[src/rtl/ovl_pkg.sv]
// Package for the ordered value list engine.
// It holds the operation kinds, the status codes and the default capacity.
// It has no dependencies.
`default_nettype none

package ovl_pkg;

    localparam int CAPACITY_DEF = 64;

    // Widths of the beat fields.
    localparam int KIND_W   = 4;
    localparam int VALUE_W  = 32;
    localparam int PLACE_W  = 7;
    localparam int STATUS_W = 2;
    localparam int WHERE_W  = 7;
    localparam int COUNT_W  = 7;

    // Operation kinds.
    localparam logic [KIND_W-1:0] K_FRONT    = 4'd0;
    localparam logic [KIND_W-1:0] K_BACK     = 4'd1;
    localparam logic [KIND_W-1:0] K_ORDERED  = 4'd2;
    localparam logic [KIND_W-1:0] K_AT       = 4'd3;
    localparam logic [KIND_W-1:0] K_RM_FIRST = 4'd4;
    localparam logic [KIND_W-1:0] K_RM_ALL   = 4'd5;
    localparam logic [KIND_W-1:0] K_FIND     = 4'd6;
    localparam logic [KIND_W-1:0] K_CLEAR    = 4'd7;
    localparam logic [KIND_W-1:0] K_TAIL_SUM = 4'd8;

    // Status codes.
    localparam logic [STATUS_W-1:0] ST_OK     = 2'd0;
    localparam logic [STATUS_W-1:0] ST_FULL   = 2'd1;
    localparam logic [STATUS_W-1:0] ST_RANGE  = 2'd2;
    localparam logic [STATUS_W-1:0] ST_ABSENT = 2'd3;

    // Position reported when nothing was found.
    localparam logic [WHERE_W-1:0] NO_INDEX = 7'h7F;

endpackage

`default_nettype wire

[src/rtl/ovl_ram.sv]
// Value store of the ordered value list engine: one write port and one
// read port with registered read data. Uses ovl_pkg for the value width.
`default_nettype none

module ovl_ram #(
    parameter int CAPACITY = ovl_pkg::CAPACITY_DEF,
    localparam int AW = $clog2(CAPACITY)
) (
    input  wire logic                        clk,
    input  wire logic                        we,
    input  wire logic [AW-1:0]               waddr,
    input  wire logic [ovl_pkg::VALUE_W-1:0] wdata,
    input  wire logic [AW-1:0]               raddr,
    output logic      [ovl_pkg::VALUE_W-1:0] rdata
);

    logic [ovl_pkg::VALUE_W-1:0] mem [CAPACITY];

    // Write port.
    always_ff @(posedge clk)
    begin
        if (we)
        begin
            mem[waddr] <= wdata;
        end
    end

    // Read port with registered read data.
    always_ff @(posedge clk)
    begin
        rdata <= mem[raddr];
    end

endmodule

`default_nettype wire

[src/rtl/ovl_ctrl.sv]
// Sequencer of the ordered value list engine: scans, shifts, compacts and
// sums the store through its memory port signals, and holds the result register.
// Uses ovl_pkg for kinds, status codes and field widths.
`default_nettype none

module ovl_ctrl #(
    parameter int CAPACITY = ovl_pkg::CAPACITY_DEF,
    localparam int AW = $clog2(CAPACITY),
    localparam int CW = $clog2(CAPACITY + 1)
) (
    input  wire logic                               clk,
    input  wire logic                               rst_n,
    input  wire logic                               in_valid,
    output logic                                    in_ready,
    input  wire logic        [ovl_pkg::KIND_W-1:0]  kind,
    input  wire logic signed [ovl_pkg::VALUE_W-1:0] value,
    input  wire logic        [ovl_pkg::PLACE_W-1:0] place,
    output logic                                    out_valid,
    input  wire logic                               out_ready,
    output logic        [ovl_pkg::STATUS_W-1:0]     status,
    output logic                                    found,
    output logic signed [ovl_pkg::WHERE_W-1:0]      where_found,
    output logic        [ovl_pkg::COUNT_W-1:0]      count,
    output logic signed [ovl_pkg::VALUE_W-1:0]      total,
    output logic                                    mem_we,
    output logic        [AW-1:0]                    mem_waddr,
    output logic        [ovl_pkg::VALUE_W-1:0]      mem_wdata,
    output logic        [AW-1:0]                    mem_raddr,
    input  wire logic   [ovl_pkg::VALUE_W-1:0]      mem_rdata
);

    localparam int CMPW = (CW > ovl_pkg::PLACE_W) ? CW : ovl_pkg::PLACE_W;
    localparam logic [CW-1:0] CAP = CW'(CAPACITY);
    localparam logic [CW-1:0] ONE = CW'(1);

    typedef enum logic [3:0] {
        S_IDLE, S_SCAN_RD, S_SCAN_EX, S_UP_RD, S_UP_EX, S_PLACE,
        S_COMP_RD, S_COMP_EX, S_SUM_RD, S_SUM_EX, S_FINISH
    } state_t;

    state_t                          state_reg;
    logic [ovl_pkg::KIND_W-1:0]      kind_reg;
    logic [ovl_pkg::VALUE_W-1:0]     val_reg;
    logic [CW-1:0]                   cnt_reg;
    logic [CW-1:0]                   k_reg;
    logic [CW-1:0]                   j_reg;
    logic [CW-1:0]                   idx_reg;
    logic [ovl_pkg::VALUE_W-1:0]     acc_reg;
    logic [ovl_pkg::STATUS_W-1:0]    st_reg;
    logic                            fnd_reg;
    logic [ovl_pkg::WHERE_W-1:0]     wh_reg;
    logic                            out_valid_reg;

    logic                            in_beat;
    logic                            last_k;
    logic                            place_gt_cnt;
    logic                            keep;

    assign in_ready     = (state_reg == S_IDLE);
    assign in_beat      = in_valid && in_ready;
    assign last_k       = (k_reg == cnt_reg - ONE);
    assign place_gt_cnt = CMPW'(place) > CMPW'(cnt_reg);
    assign keep         = (kind_reg == ovl_pkg::K_RM_FIRST) || (mem_rdata != val_reg);
    assign out_valid    = out_valid_reg;

    // Memory port drive for each step of the sequencer.
    always_comb
    begin
        mem_we    = 1'b0;
        mem_waddr = k_reg[AW-1:0];
        mem_wdata = mem_rdata;
        mem_raddr = k_reg[AW-1:0];
        unique case (state_reg)
            S_UP_EX:
            begin
                mem_we    = 1'b1;
                mem_waddr = AW'(k_reg + ONE);
            end
            S_PLACE:
            begin
                mem_we    = 1'b1;
                mem_waddr = idx_reg[AW-1:0];
                mem_wdata = val_reg;
            end
            S_COMP_EX:
            begin
                mem_we    = keep;
                mem_waddr = j_reg[AW-1:0];
            end
            default:
            begin
            end
        endcase
    end

    // Sequencer state and the result register.
    always_ff @(posedge clk or negedge rst_n)
    begin
        if (!rst_n)
        begin
            state_reg     <= S_IDLE;
            cnt_reg       <= '0;
            out_valid_reg <= 1'b0;
        end
        else
        begin
            // The finish step handles the result register on its own.
            if (out_valid_reg && out_ready && (state_reg != S_FINISH))
            begin
                out_valid_reg <= 1'b0;
            end
            unique case (state_reg)
                S_IDLE:
                begin
                    if (in_beat)
                    begin
                        kind_reg <= kind;
                        val_reg  <= value;
                        st_reg   <= ovl_pkg::ST_OK;
                        fnd_reg  <= 1'b0;
                        wh_reg   <= ovl_pkg::NO_INDEX;
                        acc_reg  <= '0;
                        k_reg    <= '0;
                        state_reg <= S_FINISH;
                        if (kind <= ovl_pkg::K_AT)
                        begin
                            if (cnt_reg == CAP)
                            begin
                                st_reg <= ovl_pkg::ST_FULL;
                            end
                            else if (kind == ovl_pkg::K_ORDERED)
                            begin
                                idx_reg   <= cnt_reg;
                                state_reg <= (cnt_reg == '0) ? S_PLACE : S_SCAN_RD;
                            end
                            else if (kind == ovl_pkg::K_AT && place_gt_cnt)
                            begin
                                st_reg <= ovl_pkg::ST_RANGE;
                            end
                            else
                            begin
                                // Front, back or a position in range.
                                priority if (kind == ovl_pkg::K_FRONT)
                                begin
                                    idx_reg   <= '0;
                                    state_reg <= (cnt_reg != '0) ? S_UP_RD : S_PLACE;
                                end
                                else if (kind == ovl_pkg::K_BACK)
                                begin
                                    idx_reg   <= cnt_reg;
                                    state_reg <= S_PLACE;
                                end
                                else
                                begin
                                    idx_reg   <= CW'(place);
                                    state_reg <= (cnt_reg > CW'(place)) ? S_UP_RD : S_PLACE;
                                end
                                k_reg <= cnt_reg - ONE;
                            end
                        end
                        else if (kind <= ovl_pkg::K_FIND)
                        begin
                            if (cnt_reg == '0)
                            begin
                                st_reg <= ovl_pkg::ST_ABSENT;
                            end
                            else
                            begin
                                state_reg <= S_SCAN_RD;
                            end
                        end
                        else if (kind == ovl_pkg::K_CLEAR)
                        begin
                            cnt_reg <= '0;
                        end
                        else if (kind == ovl_pkg::K_TAIL_SUM)
                        begin
                            if (place_gt_cnt)
                            begin
                                st_reg <= ovl_pkg::ST_RANGE;
                            end
                            else if (place != '0)
                            begin
                                k_reg     <= cnt_reg - CW'(place);
                                state_reg <= S_SUM_RD;
                            end
                        end
                    end
                end
                S_SCAN_RD:
                begin
                    state_reg <= S_SCAN_EX;
                end
                S_SCAN_EX:
                begin
                    if (kind_reg == ovl_pkg::K_ORDERED)
                    begin
                        // Insert before the first element not less than the value.
                        if ($signed(val_reg) <= $signed(mem_rdata))
                        begin
                            idx_reg   <= k_reg;
                            k_reg     <= cnt_reg - ONE;
                            state_reg <= S_UP_RD;
                        end
                        else if (last_k)
                        begin
                            state_reg <= S_PLACE;
                        end
                        else
                        begin
                            k_reg     <= k_reg + ONE;
                            state_reg <= S_SCAN_RD;
                        end
                    end
                    else if (mem_rdata == val_reg)
                    begin
                        fnd_reg <= 1'b1;
                        wh_reg  <= ovl_pkg::WHERE_W'(k_reg);
                        if (kind_reg == ovl_pkg::K_FIND)
                        begin
                            state_reg <= S_FINISH;
                        end
                        else if (last_k)
                        begin
                            cnt_reg   <= k_reg;
                            state_reg <= S_FINISH;
                        end
                        else
                        begin
                            j_reg     <= k_reg;
                            k_reg     <= k_reg + ONE;
                            state_reg <= S_COMP_RD;
                        end
                    end
                    else if (last_k)
                    begin
                        st_reg    <= ovl_pkg::ST_ABSENT;
                        state_reg <= S_FINISH;
                    end
                    else
                    begin
                        k_reg     <= k_reg + ONE;
                        state_reg <= S_SCAN_RD;
                    end
                end
                S_UP_RD:
                begin
                    state_reg <= S_UP_EX;
                end
                S_UP_EX:
                begin
                    // Entry k moves up one place; stop after the insert point.
                    if (k_reg == idx_reg)
                    begin
                        state_reg <= S_PLACE;
                    end
                    else
                    begin
                        k_reg     <= k_reg - ONE;
                        state_reg <= S_UP_RD;
                    end
                end
                S_PLACE:
                begin
                    cnt_reg   <= cnt_reg + ONE;
                    state_reg <= S_FINISH;
                end
                S_COMP_RD:
                begin
                    state_reg <= S_COMP_EX;
                end
                S_COMP_EX:
                begin
                    // Kept entries are packed down to the write index j.
                    if (last_k)
                    begin
                        cnt_reg   <= keep ? j_reg + ONE : j_reg;
                        state_reg <= S_FINISH;
                    end
                    else
                    begin
                        k_reg     <= k_reg + ONE;
                        state_reg <= S_COMP_RD;
                    end
                    if (keep)
                    begin
                        j_reg <= j_reg + ONE;
                    end
                end
                S_SUM_RD:
                begin
                    state_reg <= S_SUM_EX;
                end
                S_SUM_EX:
                begin
                    acc_reg <= acc_reg + mem_rdata;
                    if (last_k)
                    begin
                        state_reg <= S_FINISH;
                    end
                    else
                    begin
                        k_reg     <= k_reg + ONE;
                        state_reg <= S_SUM_RD;
                    end
                end
                S_FINISH:
                begin
                    // Wait for the result register to be free.
                    if (!out_valid_reg || out_ready)
                    begin
                        out_valid_reg <= 1'b1;
                        status        <= st_reg;
                        found         <= fnd_reg;
                        where_found   <= wh_reg;
                        count         <= ovl_pkg::COUNT_W'(cnt_reg);
                        total         <= acc_reg;
                        state_reg     <= S_IDLE;
                    end
                    else
                    begin
                        out_valid_reg <= 1'b1;
                    end
                end
                default:
                begin
                    state_reg <= S_IDLE;
                end
            endcase
        end
    end

    // The element count never passes the capacity.
    a_cnt_bound: assert property (@(posedge clk) disable iff (!rst_n)
        cnt_reg <= CAP)
        else $error("element count above capacity");

    // The store is written only while an item is in progress.
    a_write_busy: assert property (@(posedge clk) disable iff (!rst_n)
        mem_we |-> (state_reg != S_IDLE))
        else $error("store written while idle");

    // An accepted beat always leaves the idle state.
    a_leave_idle: assert property (@(posedge clk) disable iff (!rst_n)
        in_beat |=> (state_reg != S_IDLE))
        else $error("accepted beat left the sequencer idle");

    // A full-store result reports a full count.
    a_full_count: assert property (@(posedge clk) disable iff (!rst_n)
        (out_valid && status == ovl_pkg::ST_FULL) |-> (count == ovl_pkg::COUNT_W'(CAP)))
        else $error("full status with room left");

endmodule

`default_nettype wire

[src/rtl/ordered_value_list_engine.sv]
// Ordered value list engine, top level.
// A list of up to CAPACITY signed 32-bit values held in one synchronous RAM.
// Input channel (in_valid/in_ready) carries kind, value and place; output
// channel (out_valid/out_ready) carries one result beat per input beat:
// status, found, where_found, count and total.
// One item is worked at a time. Each element the sequencer touches costs a
// read step and an execute step on the single RAM read port (address, then
// data), whether it is scanned, shifted, compacted or summed; an ordered
// insert or a removal over a nearly full list touches nearly every element.
// Clear, back insert and rejected items read no element.
// in_ready is high while the sequencer is idle; a new beat is taken even
// while the previous result waits in the output register. If the receiver
// stalls, a finished item waits until that register frees up.
// Reset clears the count and the handshake; the RAM contents are not
// cleared and only entries below the count are ever read.
// Dependencies: ovl_pkg, ovl_ram, ovl_ctrl.
`default_nettype none

module ordered_value_list_engine #(
    parameter int CAPACITY = ovl_pkg::CAPACITY_DEF
) (
    input  wire logic                               clk,
    input  wire logic                               rst_n,
    input  wire logic                               in_valid,
    output logic                                    in_ready,
    input  wire logic        [ovl_pkg::KIND_W-1:0]  kind,
    input  wire logic signed [ovl_pkg::VALUE_W-1:0] value,
    input  wire logic        [ovl_pkg::PLACE_W-1:0] place,
    output logic                                    out_valid,
    input  wire logic                               out_ready,
    output logic        [ovl_pkg::STATUS_W-1:0]     status,
    output logic                                    found,
    output logic signed [ovl_pkg::WHERE_W-1:0]      where_found,
    output logic        [ovl_pkg::COUNT_W-1:0]      count,
    output logic signed [ovl_pkg::VALUE_W-1:0]      total
);

    localparam int AW = $clog2(CAPACITY);

    logic                        mem_we;
    logic [AW-1:0]               mem_waddr;
    logic [ovl_pkg::VALUE_W-1:0] mem_wdata;
    logic [AW-1:0]               mem_raddr;
    logic [ovl_pkg::VALUE_W-1:0] mem_rdata;

    // Value store.
    ovl_ram #(.CAPACITY(CAPACITY)) u_ram (
        .clk   (clk),
        .we    (mem_we),
        .waddr (mem_waddr),
        .wdata (mem_wdata),
        .raddr (mem_raddr),
        .rdata (mem_rdata)
    );

    // Sequencer and result register.
    ovl_ctrl #(.CAPACITY(CAPACITY)) u_ctrl (
        .clk         (clk),
        .rst_n       (rst_n),
        .in_valid    (in_valid),
        .in_ready    (in_ready),
        .kind        (kind),
        .value       (value),
        .place       (place),
        .out_valid   (out_valid),
        .out_ready   (out_ready),
        .status      (status),
        .found       (found),
        .where_found (where_found),
        .count       (count),
        .total       (total),
        .mem_we      (mem_we),
        .mem_waddr   (mem_waddr),
        .mem_wdata   (mem_wdata),
        .mem_raddr   (mem_raddr),
        .mem_rdata   (mem_rdata)
    );

endmodule

`default_nettype wire

[config.mk]
export PLATFORM = sky130hd
export DESIGN_NAME = ordered_value_list_engine
export DESIGN_NICKNAME = d
export VERILOG_FILES = /design/src/rtl/ovl_pkg.sv /design/src/rtl/ovl_ram.sv /design/src/rtl/ovl_ctrl.sv /design/src/rtl/ordered_value_list_engine.sv
export SDC_FILE = /design/constraint.sdc
export NUM_CORES = 2
export LEC_CHECK = 0
export ABC_AREA = 1
export BUFFER_PORTS_ARGS = -buffer_cell sky130_fd_sc_hd__buf_2
export CORE_AREA = 4 4 456 458
export DETAILED_ROUTE_END_ITERATION = 10
export DIE_AREA = 0 0 460 462
export GPL_ROUTABILITY_DRIVEN = 0
export SLEW_MARGIN = 20
export SYNTH_ARGS = -nofsm -noshare
export SYNTH_HDL_FRONTEND = slang
export SYNTH_SLANG_ARGS = --single-unit
[constraint.sdc]
create_clock -name clk -period 9.6 [get_ports clk]
set_clock_uncertainty 0.2 [all_clocks]
set_input_delay 2.88 -clock clk [delete_from_list [all_inputs] [get_ports clk]]
set_output_delay 2.88 -clock clk [all_outputs]
set_load 0.005 [all_outputs]
==> key figures <==
CTS
  • Post-cts sizing count: 0
  • Htree depth: 4
  • Total setup buffers inserted after CTS: 0
  • CTS tree: built
  • Cts bufs inserted: 220
  • CTS Sinks: 2240
  • Cts hold-fix bufs: 0
  • Clock Path Buffers: 3
  • Root Driver: clkbuf_16
  • Worst skew pair latency: 0.88 ns
  • CTS clk-pin slew, worst paths: 0.07 ns

Timing
  • Peak Freq: 187 MHz
  • Post-route minimum period: roughly 5.3 ns
  • Tightest Pin Transition: ~1.2 ns
  • Final period util: 55.6%
  • Pins over their slew limit: 0
  • Final setup viols: 0
  • RSZ-0062 raised after global routing: no
  • Hold Vio Cnt, Final: 0
  • TNS Setup: 0 ns
  • Smallest hold slack: about 0.22 ns
  • Relative slew margins: about a fifth

Drt
  • 1st-iter DRT viols: 8253
  • Routed vias/inst: 6.07
  • 1st-pass router iterations: 6
  • # DRC: 0
  • Routed Antenna Nets: 0
  • WL final: 271000 um
  • Routed len/inst: 27.0 um
  • Vias post-DR: 60809

Cells and area
  • Commonest non-fill, non-tap cell in the layout: edfxtp_1
  • Util after Layout: 50.2%
  • Final std cells w/o fill: between 10000 and 15000
  • Area growth syn-to-layout: 12.3%
  • Max reg flops: between 2000 and 2500
  • Footprint of the multi-input gates: 0.0224 sq mm
  • Layout Nets: 7273
  • Register with the most flip-flops: u_ram.mem
  • Most frequent cells in the layout: edfxtp_1, nor2_1, o21ai_0
  • Ratio of cells with drive above 1 in the final layout: roughly a tenth
  • # fillers: 17375
  • Register area: 0.0669 sq mm

Worst setup path
  • Critical path capture point type: output port
  • CP Data Required Time: 6.52 ns
  • Worst path arrival time: 2.26 ns
  • RR Endpoint: u_ram.rdata[19]
  • FF-to-FF Start: u_ctrl.k_reg[0]
  • R2r setup slk: 4.46 ns
  • Crit path max fanout: 8
  • Startpoint types: flop
  • Critical path type: reg -> out
  • R2R depth: 10

Place
  • Post-DP HPWL: 147000 um
  • IO buf count: between 90 and 100
  • Dpl cells: a little under 10000

Worst hold path
  • Worst Min Path Start: u_ctrl.wh_reg[6]
  • Hold depth: 0
  • Hold Crit Class: reg -> reg
  • Hold Crit Endpoint: u_ctrl.where_found[6]

Synth
  • Syn_area_per_cell: 12.8 sq um
  • Seq/Total Area, Yosys: 73.4%
  • Synth Register Bits: between 2000 and 2500
  • Post-synth top flop: edfxtp_1
  • Async S/R FF share, synth: less than 1%
  • Warnings, synthesis: 0
  • Post-Syn Instances: around 7000
  • Number of flops mapped to enable cells by yosys: 2196
  • Synthesized Nets: 7261
  • Synthesized area: 0.0911 sq mm
  • Post-synth cell types: 62

Global routing
  • Largest net degree at the start of global routing: approximately 190
  • Overflow after GRT: 0
  • First-pass GRT wire length: 393000 um
  • GRT Util Overall: about a quarter
  • Number of global-route vias before repair: 57545
  • Initial antenna violation count: 12

Pwr
  • Final Power: 32.6 mW
  • VDD IR max: 0.289 mV
  • Pwr Density: 319 mW/mm^2
  • Static leakage: 33.2 nW

Die
  • I/O pins: 98
  • Die height: roughly 460 um
  • Core area: 0.204 sq mm
  • Initial Util: 44.7%
  • Die X: ~460 um
  • Die area: 0.213 sq mm
  • Row Count: approximately 170

Job
  • Max-Cap Viols: 0

Run status
  • Status: finished, final reports clean
==> worst max-delay path by stage <==
| stage | to | slack [ns] | start |
|---|---|---|---|
| finish | in_ready | 4.26 | u_ctrl.state_reg[3] |
| global route | in_ready | 4.10 | u_ctrl.state_reg[3] |
| CTS | in_ready | 4.20 | u_ctrl.state_reg[3] |
| detailed placement | u_ctrl.idx_reg[1] | 4.14 | place[2] |
| global placement | u_ram.rdata[12] | 3.91 | u_ctrl.k_reg[1] |
| floorplan | u_ctrl.count[0] | 2.57 | rst_n |
==> layer usage <==
| layer | part of all wire [%] | vias to the layer above | track usage (%) |
|---|---|---|---|
| li1 | - | 26712 | - |
| met1 | 41 | 30603 | 35.4 |
| met2 | 45 | 3105 | 38.5 |
| met3 | 9.9 | 387 | 4.69 |
| met4 | 4.0 | 2 | 9.53 |
| met5 | 0.0044 | - | 0 |
==> power by group <==
| group | internal (mW) | switching [mW] |
|---|---|---|
| combinational | 2.60 | 8.80 |
| sequential | 12.6 | 0.338 |
| clock | 4.65 | 3.68 |
==> per-stage QoR <==
stage,cell area [sq um],setup slack (ns)
after detailed placement,95300,4.14
final,102000,4.26
after global placement,95200,3.91
after floorplan,91100,2.57
after CTS,102000,4.20
after global routing,102000,4.10
==> cell usage after synthesis, types with 4 or more instances <==
master       n  area (sq um)
edfxtp_1  2196         65900
nor2_1    1311          4920
o21ai_0   1235          6180
nand2_1    443          1660
o22ai_1    317          1980
clkbuf_1   304          1140
o221ai_1   233          2040
nand3_1    203          1020
inv_1      187           702
a21oi_1    139           696
buf_2      129           646
o211ai_1    94           706
ha_1        75           938
dfxtp_1     32           641
nand4_1     24           150
o21ai_1     22           110
buf_1       19          71.3
nor3_1      16          80.1
buf_4       14           105
xor2_1      14           123
dfrtp_1     12           300
nand3_2     10           100
o21bai_1     9          67.6
nor4_1       8          50.1
o21a_1       7          52.6
a21o_1       6          45.0
inv_2        5          18.8
nor2_2       5          31.3
xnor2_1      5          43.8
or2_0        4          25.0
==> cell type report <==
class | count | area share, %
multi-input cells | 4235 | 21.9
clock inverters | 131 | 1.14
diodes | 4 | 0.00978
repair buffers | 257 | 1.99
inverters | 195 | 0.744
flip-flops and latches | 2240 | 65.3
well taps | 2688 | 3.28
clock buffers | 272 | 5.61
==> logic make-up (layout without fill, tap and decap cells) <==
kind of cell    Yosys count  count (layout)  share of synthesized area, %
compound gates         2096            2096                          13.4
other cells               0               4                             0
flops                  2240            2240                          73.4
simple gates           2043            2043                          8.99
buf+inv                 662             855                          2.97
fa+ha+maj                77              77                          1.07
xor+xnor                 19              19                         0.183
==> worst max-delay path, cell delays in order (launching register included) <==
cell and delay [ns]:
dfrtp_1 0.45, nor2_1 0.17, inv_1 0.09, nor2_1 0.45, buf_2 0.23
Note: power is estimated with default switching activity, not from simulation.
